`src/hw/rtl/hsb2rgb_pkg.sv`:
```
// shared types and constants for the hsb to rgb converter
package hsb2rgb_pkg;

    localparam int FRAC_BITS = 16;
    localparam int IN_W      = FRAC_BITS + 1;
    localparam int LVL_W     = 2 * FRAC_BITS + 1;

    localparam logic [IN_W-1:0] ONE = {1'b1, {FRAC_BITS{1'b0}}};

    typedef logic [2:0] t_sector;

    localparam t_sector SEC_R_Y = 3'd0;
    localparam t_sector SEC_Y_G = 3'd1;
    localparam t_sector SEC_G_C = 3'd2;
    localparam t_sector SEC_C_B = 3'd3;
    localparam t_sector SEC_B_M = 3'd4;
    localparam t_sector SEC_M_R = 3'd5;

    typedef struct packed {
        logic [FRAC_BITS-1:0] hue_frac;
        logic [IN_W-1:0]      saturation;
        logic [IN_W-1:0]      brightness;
    } t_hsb_in;

    typedef struct packed {
        logic [7:0] red;
        logic [7:0] green;
        logic [7:0] blue;
    } t_rgb_out;

endpackage

```
`src/hw/rtl/hsb2rgb_lvl_byte.sv`:
```
// level to 8-bit channel: times 255, round half up, saturate
module hsb2rgb_lvl_byte
    import hsb2rgb_pkg::*;
(
    input  logic [LVL_W-1:0] i_lvl,
    output logic [7:0]       o_byte
);

    localparam int MUL_W = LVL_W + 8;
    localparam int BYTE_W = MUL_W - 2 * FRAC_BITS;
    localparam logic [MUL_W-1:0] HALF_OUT =
        {{(MUL_W-1){1'b0}}, 1'b1} << (2 * FRAC_BITS - 1);

    logic [MUL_W-1:0]  w_mul;
    logic [MUL_W-1:0]  w_sum;
    logic [BYTE_W-1:0] w_byte;

    assign w_mul  = {i_lvl, 8'd0} - {8'd0, i_lvl};
    assign w_sum  = w_mul + HALF_OUT;
    assign w_byte = w_sum[MUL_W-1:2*FRAC_BITS];
    assign o_byte = (w_byte > BYTE_W'(255)) ? 8'hFF : w_byte[7:0];

endmodule

```
`src/hw/rtl/hsb_to_rgb_pixel_converter_core.sv`:
```
// hsb to rgb pixel converter, five-stage pipeline
//
//  channel  valid    stall    payload                    direction
//  hsb in   i_valid  o_stall  i_hsb (t_hsb_in)           into block
//  rgb out  o_valid  i_stall  o_rgb (t_rgb_out)          out of block
//
// one beat per cycle sustained while the output is not stalled
// stages in order: sector/clamp, s*f products, b*level products,
// rounding to bytes, sector select into the output register
// reset clears only the stage valid bits
// each stage holds while the next one is full and stalled, bubbles are squeezed out
module hsb_to_rgb_pixel_converter_core
    import hsb2rgb_pkg::*;
(
    input  logic     i_clk,
    input  logic     i_rst_n,
    input  logic     i_valid,
    output logic     o_stall,
    input  t_hsb_in  i_hsb,
    output logic     o_valid,
    input  logic     i_stall,
    output t_rgb_out o_rgb
);

    localparam int PROD_W = 2 * IN_W;

    logic r_vld1, r_vld2, r_vld3, r_vld4, r_vld5;
    logic w_en1, w_en2, w_en3, w_en4, w_en5;

    // stage 1
    logic [FRAC_BITS+2:0] w_h6;
    logic [IN_W-1:0]      w_s_clamp;
    logic [IN_W-1:0]      w_b_clamp;
    t_sector              r_sec1;
    logic [FRAC_BITS-1:0] r_f1;
    logic [IN_W-1:0]      r_s1;
    logic [IN_W-1:0]      r_b1;
    logic                 r_grey1;

    // stage 2
    logic [IN_W-1:0]   w_omf;
    logic [PROD_W-1:0] w_sf_prod;
    logic [PROD_W-1:0] w_snf_prod;
    t_sector           r_sec2;
    logic              r_grey2;
    logic [IN_W-1:0]   r_b2;
    logic [IN_W-1:0]   r_oms2;
    logic [IN_W-1:0]   r_sf2;
    logic [IN_W-1:0]   r_snf2;

    // stage 3
    logic [IN_W-1:0]   w_omsf;
    logic [IN_W-1:0]   w_omsnf;
    logic [PROD_W-1:0] w_p_prod;
    logic [PROD_W-1:0] w_q_prod;
    logic [PROD_W-1:0] w_t_prod;
    t_sector           r_sec3;
    logic              r_grey3;
    logic [LVL_W-1:0]  r_lb3;
    logic [LVL_W-1:0]  r_lp3;
    logic [LVL_W-1:0]  r_lq3;
    logic [LVL_W-1:0]  r_lt3;

    // stage 4
    logic [7:0] w_vb, w_vp, w_vq, w_vt;
    t_sector    r_sec4;
    logic       r_grey4;
    logic [7:0] r_vb4, r_vp4, r_vq4, r_vt4;

    // stage 5
    t_rgb_out n_rgb;
    t_rgb_out r_rgb5;

    assign w_en5 = !r_vld5 || !i_stall;
    assign w_en4 = !r_vld4 || w_en5;
    assign w_en3 = !r_vld3 || w_en4;
    assign w_en2 = !r_vld2 || w_en3;
    assign w_en1 = !r_vld1 || w_en2;

    assign o_stall = !w_en1;
    assign o_valid = r_vld5;
    assign o_rgb   = r_rgb5;

    always_ff @(posedge i_clk) begin
        if (!i_rst_n) begin
            r_vld1 <= 1'b0;
            r_vld2 <= 1'b0;
            r_vld3 <= 1'b0;
            r_vld4 <= 1'b0;
            r_vld5 <= 1'b0;
        end else begin
            if (w_en1) r_vld1 <= i_valid;
            if (w_en2) r_vld2 <= r_vld1;
            if (w_en3) r_vld3 <= r_vld2;
            if (w_en4) r_vld4 <= r_vld3;
            if (w_en5) r_vld5 <= r_vld4;
        end
    end

    // hue times six, clamp to one
    assign w_h6 = {1'b0, i_hsb.hue_frac, 2'b00} + {2'b00, i_hsb.hue_frac, 1'b0};
    assign w_s_clamp = (i_hsb.saturation > ONE) ? ONE : i_hsb.saturation;
    assign w_b_clamp = (i_hsb.brightness > ONE) ? ONE : i_hsb.brightness;

    always_ff @(posedge i_clk) begin
        if (w_en1) begin
            r_sec1  <= w_h6[FRAC_BITS+2:FRAC_BITS];
            r_f1    <= w_h6[FRAC_BITS-1:0];
            r_s1    <= w_s_clamp;
            r_b1    <= w_b_clamp;
            r_grey1 <= (w_s_clamp == '0);
        end
    end

    // s*f and s*(1-f)
    assign w_omf      = ONE - {1'b0, r_f1};
    assign w_sf_prod  = r_s1 * {1'b0, r_f1};
    assign w_snf_prod = r_s1 * w_omf;

    always_ff @(posedge i_clk) begin
        if (w_en2) begin
            r_sec2  <= r_sec1;
            r_grey2 <= r_grey1;
            r_b2    <= r_b1;
            r_oms2  <= ONE - r_s1;
            r_sf2   <= w_sf_prod[2*FRAC_BITS:FRAC_BITS];
            r_snf2  <= w_snf_prod[2*FRAC_BITS:FRAC_BITS];
        end
    end

    // p, q, t levels
    assign w_omsf   = ONE - r_sf2;
    assign w_omsnf  = ONE - r_snf2;
    assign w_p_prod = r_b2 * r_oms2;
    assign w_q_prod = r_b2 * w_omsf;
    assign w_t_prod = r_b2 * w_omsnf;

    always_ff @(posedge i_clk) begin
        if (w_en3) begin
            r_sec3  <= r_sec2;
            r_grey3 <= r_grey2;
            r_lb3   <= {r_b2, {FRAC_BITS{1'b0}}};
            r_lp3   <= w_p_prod[LVL_W-1:0];
            r_lq3   <= w_q_prod[LVL_W-1:0];
            r_lt3   <= w_t_prod[LVL_W-1:0];
        end
    end

    hsb2rgb_lvl_byte u_conv_b (.i_lvl(r_lb3), .o_byte(w_vb));
    hsb2rgb_lvl_byte u_conv_p (.i_lvl(r_lp3), .o_byte(w_vp));
    hsb2rgb_lvl_byte u_conv_q (.i_lvl(r_lq3), .o_byte(w_vq));
    hsb2rgb_lvl_byte u_conv_t (.i_lvl(r_lt3), .o_byte(w_vt));

    always_ff @(posedge i_clk) begin
        if (w_en4) begin
            r_sec4  <= r_sec3;
            r_grey4 <= r_grey3;
            r_vb4   <= w_vb;
            r_vp4   <= w_vp;
            r_vq4   <= w_vq;
            r_vt4   <= w_vt;
        end
    end

    // sector select
    always_comb begin
        if (r_grey4) begin
            n_rgb = '{red: r_vb4, green: r_vb4, blue: r_vb4};
        end else begin
            case (r_sec4)
                SEC_R_Y: n_rgb = '{red: r_vb4, green: r_vt4, blue: r_vp4};
                SEC_Y_G: n_rgb = '{red: r_vq4, green: r_vb4, blue: r_vp4};
                SEC_G_C: n_rgb = '{red: r_vp4, green: r_vb4, blue: r_vt4};
                SEC_C_B: n_rgb = '{red: r_vp4, green: r_vq4, blue: r_vb4};
                SEC_B_M: n_rgb = '{red: r_vt4, green: r_vp4, blue: r_vb4};
                SEC_M_R: n_rgb = '{red: r_vb4, green: r_vp4, blue: r_vq4};
                default: n_rgb = '{red: r_vb4, green: r_vp4, blue: r_vq4};
            endcase
        end
    end

    always_ff @(posedge i_clk) begin
        if (w_en5) begin
            r_rgb5 <= n_rgb;
        end
    end

    a_stall_full: assert property (@(posedge i_clk) disable iff (!i_rst_n)
        o_stall |-> (r_vld1 && r_vld2 && r_vld3 && r_vld4 && r_vld5))
        else $error("input stalled with a free stage");

    a_sector_range: assert property (@(posedge i_clk) disable iff (!i_rst_n)
        r_vld1 |-> (r_sec1 <= SEC_M_R))
        else $error("hue sector out of range");

    a_bright_max: assert property (@(posedge i_clk) disable iff (!i_rst_n)
        r_vld4 |-> (r_vb4 >= r_vp4 && r_vb4 >= r_vq4 && r_vb4 >= r_vt4))
        else $error("brightness byte below a derived level");

    a_grey_out: assert property (@(posedge i_clk) disable iff (!i_rst_n)
        (r_vld4 && r_grey4 && w_en5) |=>
            (o_rgb.red == o_rgb.green && o_rgb.green == o_rgb.blue))
        else $error("grey beat with unequal channels");

    a_out_advance: assert property (@(posedge i_clk) disable iff (!i_rst_n)
        (r_vld4 && w_en5) |=> o_valid)
        else $error("beat lost between last two stages");

endmodule
```
`config.mk`:
```
export PLATFORM = sky130hd
export DESIGN_NAME = hsb_to_rgb_pixel_converter_core
export DESIGN_NICKNAME = d
export VERILOG_FILES = /design/src/hw/rtl/hsb2rgb_pkg.sv /design/src/hw/rtl/hsb2rgb_lvl_byte.sv /design/src/hw/rtl/hsb_to_rgb_pixel_converter_core.sv
export SDC_FILE = /design/constraint.sdc
export NUM_CORES = 2
export LEC_CHECK = 0
export BUFFER_PORTS_ARGS = -buffer_cell sky130_fd_sc_hd__buf_2
export CORE_UTILIZATION = 40
export DETAILED_ROUTE_END_ITERATION = 8
export GPL_TIMING_DRIVEN = 0
export PLACE_DENSITY_LB_ADDON = 0.08
export RECOVER_POWER = 25
export REMOVE_ABC_BUFFERS = 1
export SLEW_MARGIN = 20
export SYNTH_ARGS = -nofsm -noshare
export SYNTH_HDL_FRONTEND = slang
export SYNTH_SLANG_ARGS = --single-unit
export TNS_END_PERCENT = 5
```
`constraint.sdc`:
```
create_clock -name i_clk -period 10.44 [get_ports i_clk]
set_input_delay 0.522 -clock i_clk [delete_from_list [all_inputs] [get_ports i_clk]]
set_output_delay 0.522 -clock i_clk [all_outputs]
set_load 0.05 [all_outputs]
```
* Word level (Yosys, flattened, before mapping)
Cells that the tools add are included.
** Cells by class
- Add/sub/neg operators :: 13
- $mul :: 5
- Div/mod/pow operators :: 0
- Order comparisons :: 6
- Equality and inequality tests :: 4
- Shift operators :: 0
- Mux-type cells :: 3
- Bitwise operators :: 0
- Reduce and logical (&&, ||, !) cells :: 14
** Operator list (number)
- $add 41x32->41 const B :: 4
- $sub 41x33->41 :: 4
- $mul 17x17->33 :: 4
- $pmux 24 s5 :: 1
- $sub 17x17->17 const A :: 3
- $gt 9x8->1 const B :: 4
- $gt 17x17->1 const B :: 2
- $mul 17x16->33 :: 1
- $mux 24 :: 1
- $add 18x17->19 :: 1
- $logic_not 17->1 :: 1
- $mux 17 :: 1
- $sub 17x16->17 const A :: 1
- $logic_not 1->1 :: 7
- $eq 3x2->1 const B :: 2
- $logic_or 1x1->1 :: 5
- $eq 3x1->1 const B :: 1
- $eq 3x3->1 const B :: 1
- $logic_not 3->1 :: 1
** Word-level totals
- Flip-flop bits (word level) :: 311
- Bits in latches :: 0
- Memory bits (writable) :: 0
- Bits in read-only memories :: 0
- Input port bits :: 54
- Output and inout bits :: 26
- Logic and storage cells :: 76
- Memories kept :: 0

* Longest topological paths before layout
- Depth in word-level cells :: 7
- Depth in mapped cells :: 33
- Gate-level depth less buffers :: 31

* Modules after synthesis
A second synthesis with hierarchy kept.
** Second synthesis, totals
- Cell total of the unflattened synthesis :: 6957
- Area total of the unflattened synthesis :: 63773.7 sq um
** By module, submodules not included
- hsb_to_rgb_pixel_converter_core :: instances 1, cells an instance 5991, area each 56638.1 sq um, seq. area each 9258.9 sq um
- hsb2rgb_lvl_byte (u_conv_b ...) :: instances 3, cells an instance 238, area each 1781.7 sq um, seq. area each 0.0 sq um
- hsb2rgb_lvl_byte (u_conv_p) :: instances 1, cells an instance 252, area each 1790.5 sq um, seq. area each 0.0 sq um

* Least setup slack after synthesis
No wires, ideal clock.
- Kind :: register to register
- From :: register r_snf2[0]
- To :: register r_lt3[31], data pin
- Setup time :: 0.258 ns
- Arrival time :: 7.774 ns
- Required time :: 10.182 ns
- Setup slack :: 2.408 ns
- Cell stages (with the launch flop) :: 31
- Buffers on the path :: 3
- Period minus slack after synthesis :: 8.032 ns
- Path through :: edfxtp_1 -> clkbuf_1 -> inv_1 -> nand3_1 -> or3_1 -> clkbuf_1 -> nor4_1 -> nand2_1 -> or3_1 -> xor2_1 -> clkbuf_1 -> nand2_1 -> fa_1 -> inv_1 -> fa_1 -> fa_1 -> fa_1 -> fa_1 -> inv_1 -> fa_1 -> inv_1 -> ha_1 -> a2111oi_0 -> o21ai_0 -> a221oi_1 -> o21ai_0 -> o31a_1 -> a2111oi_0 -> o21bai_1 -> a21oi_1 -> xnor2_1
** Between the ends
- Word-level cells in the longest chain between the ends :: 2
** Ends and longest elaborated chain
- start, declared :: RTL line hsb_to_rgb_pixel_converter_core.sv:49 : logic [IN_W-1:0] r_snf2;
- start signal, assigned :: RTL line hsb_to_rgb_pixel_converter_core.sv:127 : r_snf2 <= w_snf_prod[2*FRAC_BITS:FRAC_BITS];
- $sub 17x17->17 :: RTL line hsb_to_rgb_pixel_converter_core.sv:133 : assign w_omsnf = ONE - r_snf2;
- $mul 17x17->33 :: RTL line hsb_to_rgb_pixel_converter_core.sv:136 : assign w_t_prod = r_b2 * w_omsnf;
- named net w_t_prod[31] :: RTL line hsb_to_rgb_pixel_converter_core.sv:56 : logic [PROD_W-1:0] w_t_prod;
- end signal, assigned :: RTL line hsb_to_rgb_pixel_converter_core.sv:145 : r_lt3 <= w_t_prod[LVL_W-1:0];
- end, declared :: RTL line hsb_to_rgb_pixel_converter_core.sv:62 : logic [LVL_W-1:0] r_lt3;
The timed path passes the listed nets, and every way through them passes these cells.
A chain may end at the register's enable or synchronous reset.

* Worst setup path in the final report
Ends and elaborated chain as after synthesis.

==> impl_metrics.csv <==
group,metric,value,unit
clocking,cts_hold_buf,0,
die,core-area,0.152,mm²
yosys,ys.flop_type,"edfxtp_1",
clocking,cts_setup_buffers,0,
timing,hold_slack,99.0,ps
timing,finalCritPeriodShare,88.6,%
route,viasPerCell,4.93,
critical_path,path_class,"reg -> reg",
route,drc,0,
yosys,postSynth.asyncResetShare,0,%
clocking,clkSinkCount,310,
final_layout,fill_cells,14900,
route,drtAntennaViolNets,0,
global_route,grt_pass1_wl,255,mm
run,cap_violations,0,
final_layout,nets,8408,
route,vias,42400,
global_route,grt_max_degree,74,
global_route,antenna_found_initial,5,
die,die_area,0.155,mm²
die,num_io_pins,80,
die,die_h,393,µm
route,wl_met3,6.58,mm
place,hpwl,128,mm
timing,setup_violations,0,
timing,relSlewSlack,5.99,%
route,drt_iter0_drc,2208,
hold_path,hp-class,"in -> reg",
critical_path,r2r_end,"r_lt3[31]$_DFFE_PP_",
yosys,ys_types,76,
route,wl_per_cell,18.0,µm
status,status,"finished, final reports clean",
yosys,synth_fa_ha_area_share,50.1,%
timing,final.min_clock_period,9250,ps
clocking,numCtsBuffers,41,
critical_path,cp-end-kind,"flip-flop",
critical_path,critPathRequiredTime,10790,ps
yosys,synth-edff-count,305,
yosys,yosysSeqAreaShare,15.1,%
critical_path,arrival,9610,ps
timing,tightest_slew,1410,ps
hold_path,whs_path_depth,2,
global_route,track_usage,20.7,%
timing,max_freq,0.108,GHz
clocking,cts_tree,"yes",
route,dr.pass1.iters,6,
yosys,syn_inst,6551,
clocking,clk_pin_slew_worst_paths,60,ps
timing,hold_viol,0,
yosys,synth-simple-area-share,15.4,%
yosys,synth-seq-cells,310,
timing,fin_worst_skew,65.0,ps
die,die_x,393,µm
clocking,htree_levels,2,
yosys,synth_xor_area_share,3.17,%
yosys,synth_area_leaders,"fa_1 35%, ha_1 15%, edfxtp_1 15%",
yosys,synth_compound_area_share,5.55,%
timing,finalMaxSlewViolations,0,
clocking,ctsResizeCount,0,
clocking,clock_latency,640,ps
route,routed_wl,155,mm
critical_path,cpMaxStageDelayCell,"edfxtp_1",
final_layout,area_growth,9.21,%
clocking,clockBufferDepth,3,
yosys,synth_top_cell_by_area,"fa_1",
yosys,synth_area,0.0613,mm²
route,route.top_layer_used,"met4",
die,num_rows,143,
hold_path,worstHoldStart,"i_valid",
route,wl_met2,69.5,mm
yosys,netlist.area_leader.share,34.9,%
timing,final.setup.tns,0,ps
critical_path,worst_path_most_repeated_cell,"fa_1",
critical_path,reg2reg_depth,28,
critical_path,max_stage_delay,740,ps
critical_path,r2r-start,"r_snf2[0]$_DFFE_PP_",
critical_path,r2r_slack,1190,ps
final_layout,drive_above_1_share,4.97,%
yosys,avgSynthCellArea,9.35,µm²
timing,rsz0062_at_grt,"no",
yosys,muxShareOfSynthArea,0.147,%
die,floorplan.initialDensity,40.3,%
yosys,yosysWarningCount,0,
final_layout,fin_util,44.0,%
clocking,root_buffer,"clkbuf_16",
yosys,synth_top_family_by_area,"adder cells",
global_route,grt_pass1_vias,45900,
critical_path,startpoint_type,"flip-flop",
place,io_buffers,79,
hold_path,whs_endpoint,"r_vld1$_SDFFE_PN0N_",
place,place.gp.congestion,0.830,
route,met1Wirelength,76.1,mm
critical_path,cp_max_fo,19,
global_route,grt_overflow_total,0,
==> synthesized netlist by cell type (all sizes together) (34+ instances only) <==
cell       n
ha       742
fa      1069
o21a      41
and2     533
a21o      65
clkbuf   262
xor2      72
nor2     137
xnor2    149
nand3     36
nor2b     59
nor3      50
o21ai    110
a21oi    141
edfxtp   305
nand2    976
inv     1445
nor4      34
==> worst max-delay path by stage <==
stage | slack [ps] | from | end | depth (start not counted)
after floorplan | 2310 | r_snf2[0]$_DFFE_PP_ | r_lt3[31]$_DFFE_PP_ | 27
after global placement | 430 | r_snf2[0]$_DFFE_PP_ | r_lt3[31]$_DFFE_PP_ | 27
after detailed placement | 1170 | r_snf2[0]$_DFFE_PP_ | r_lt3[31]$_DFFE_PP_ | 28
after CTS | 1090 | r_f1[4]$_DFFE_PN_ | r_snf2[15]$_DFFE_PP_ | 26
after global routing | 590 | r_f1[4]$_DFFE_PN_ | r_snf2[15]$_DFFE_PP_ | 26
final | 1190 | r_snf2[0]$_DFFE_PP_ | r_lt3[31]$_DFFE_PP_ | 28
==> placed cells by master, fill, tap and decap left out, types with 16 or more instances in the layout <==
master | netlist | routed
nand2_1 | 976 | 975
and3_1 | 27 | 27
a211oi_1 | 16 | 16
fa_1 | 1069 | 1069
or3_1 | 22 | 22
nor4_1 | 34 | 34
nor3_1 | 50 | 49
nor2_1 | 137 | 137
a21o_1 | 65 | 65
xnor2_1 | 148 | 121
edfxtp_1 | 305 | 305
nand2b_1 | 32 | 32
nand3_1 | 36 | 35
a21oi_1 | 141 | 141
buf_8 | 0 | 78
o21a_1 | 41 | 41
nand4_1 | 18 | 18
nor2b_1 | 59 | 59
o21ai_0 | 108 | 108
clkbuf_16 | 0 | 43
clkbuf_1 | 262 | 31
buf_2 | 1 | 75
inv_1 | 1445 | 1444
ha_1 | 742 | 742
xnor2_2 | 1 | 28
and2_1 | 533 | 530
xor2_1 | 72 | 57
buf_6 | 0 | 32
buf_16 | 0 | 16
==> per-layer routing <==
metal / global-route usage (%) / up-vias
met5: 0 / -
met4: 4.16 / 0
met3: 2.35 / 139
met2: 32.9 / 770
met1: 30.3 / 21500
li1: - / 20100
==> per-stage QoR <==
stage	worst slack [ps]	cell area [µm²]	instances
after floorplan	2310	60200	6277
after global placement	435	63200	8386
after detailed placement	1170	65700	8529
after CTS	1090	67100	8604
after global routing	585	66900	8605
final	1190	66900	8607
==> final cells by class <==
type	count	area (µm²)	area share, %
antenna	2	5.00	0.00748
clock buffer	55	1150	1.72
clock inverter	20	201	0.301
inverter	1445	5430	8.12
multi-input combinational	4522	45900	68.6
sequential	310	9260	13.8
tap	2030	2540	3.80
timing repair buffer	223	2430	3.63
==> cell families (layout without fill, tap and decap cells) <==
logic type,Yosys count,in the layout
buffers and inverters,1719,1743
xor gates and xnor gates,221,221
muxes,9,9
and+or+nand+nor,1960,1960
adders and majority gates,1811,1811
other,0,2
AOI/OAI and AO/OA,521,521
DFF,310,310
==> worst max-delay path, delay by kind of cell, from the launching register on <==
family | cells | cell delay (ps)
AO/OA/AOI/OAI | 8 | 2090
XOR/XNOR | 2 | 400
adder cells (fa/ha/maj) | 7 | 3270
buffers and inverters | 5 | 560
flip-flops | 1 | 740
AND/OR/NAND/NOR | 6 | 1950
==> sequential cells by signal (all words and copies together) (netlist names), 24 cells and up <==
signal / flops
o_rgb: 24
r_lt3: 33
r_lp3: 33
r_lq3: 33
Power is not shown: default switching activity piles up to over one toggle a cycle in this logic, so the estimate is an artifact.
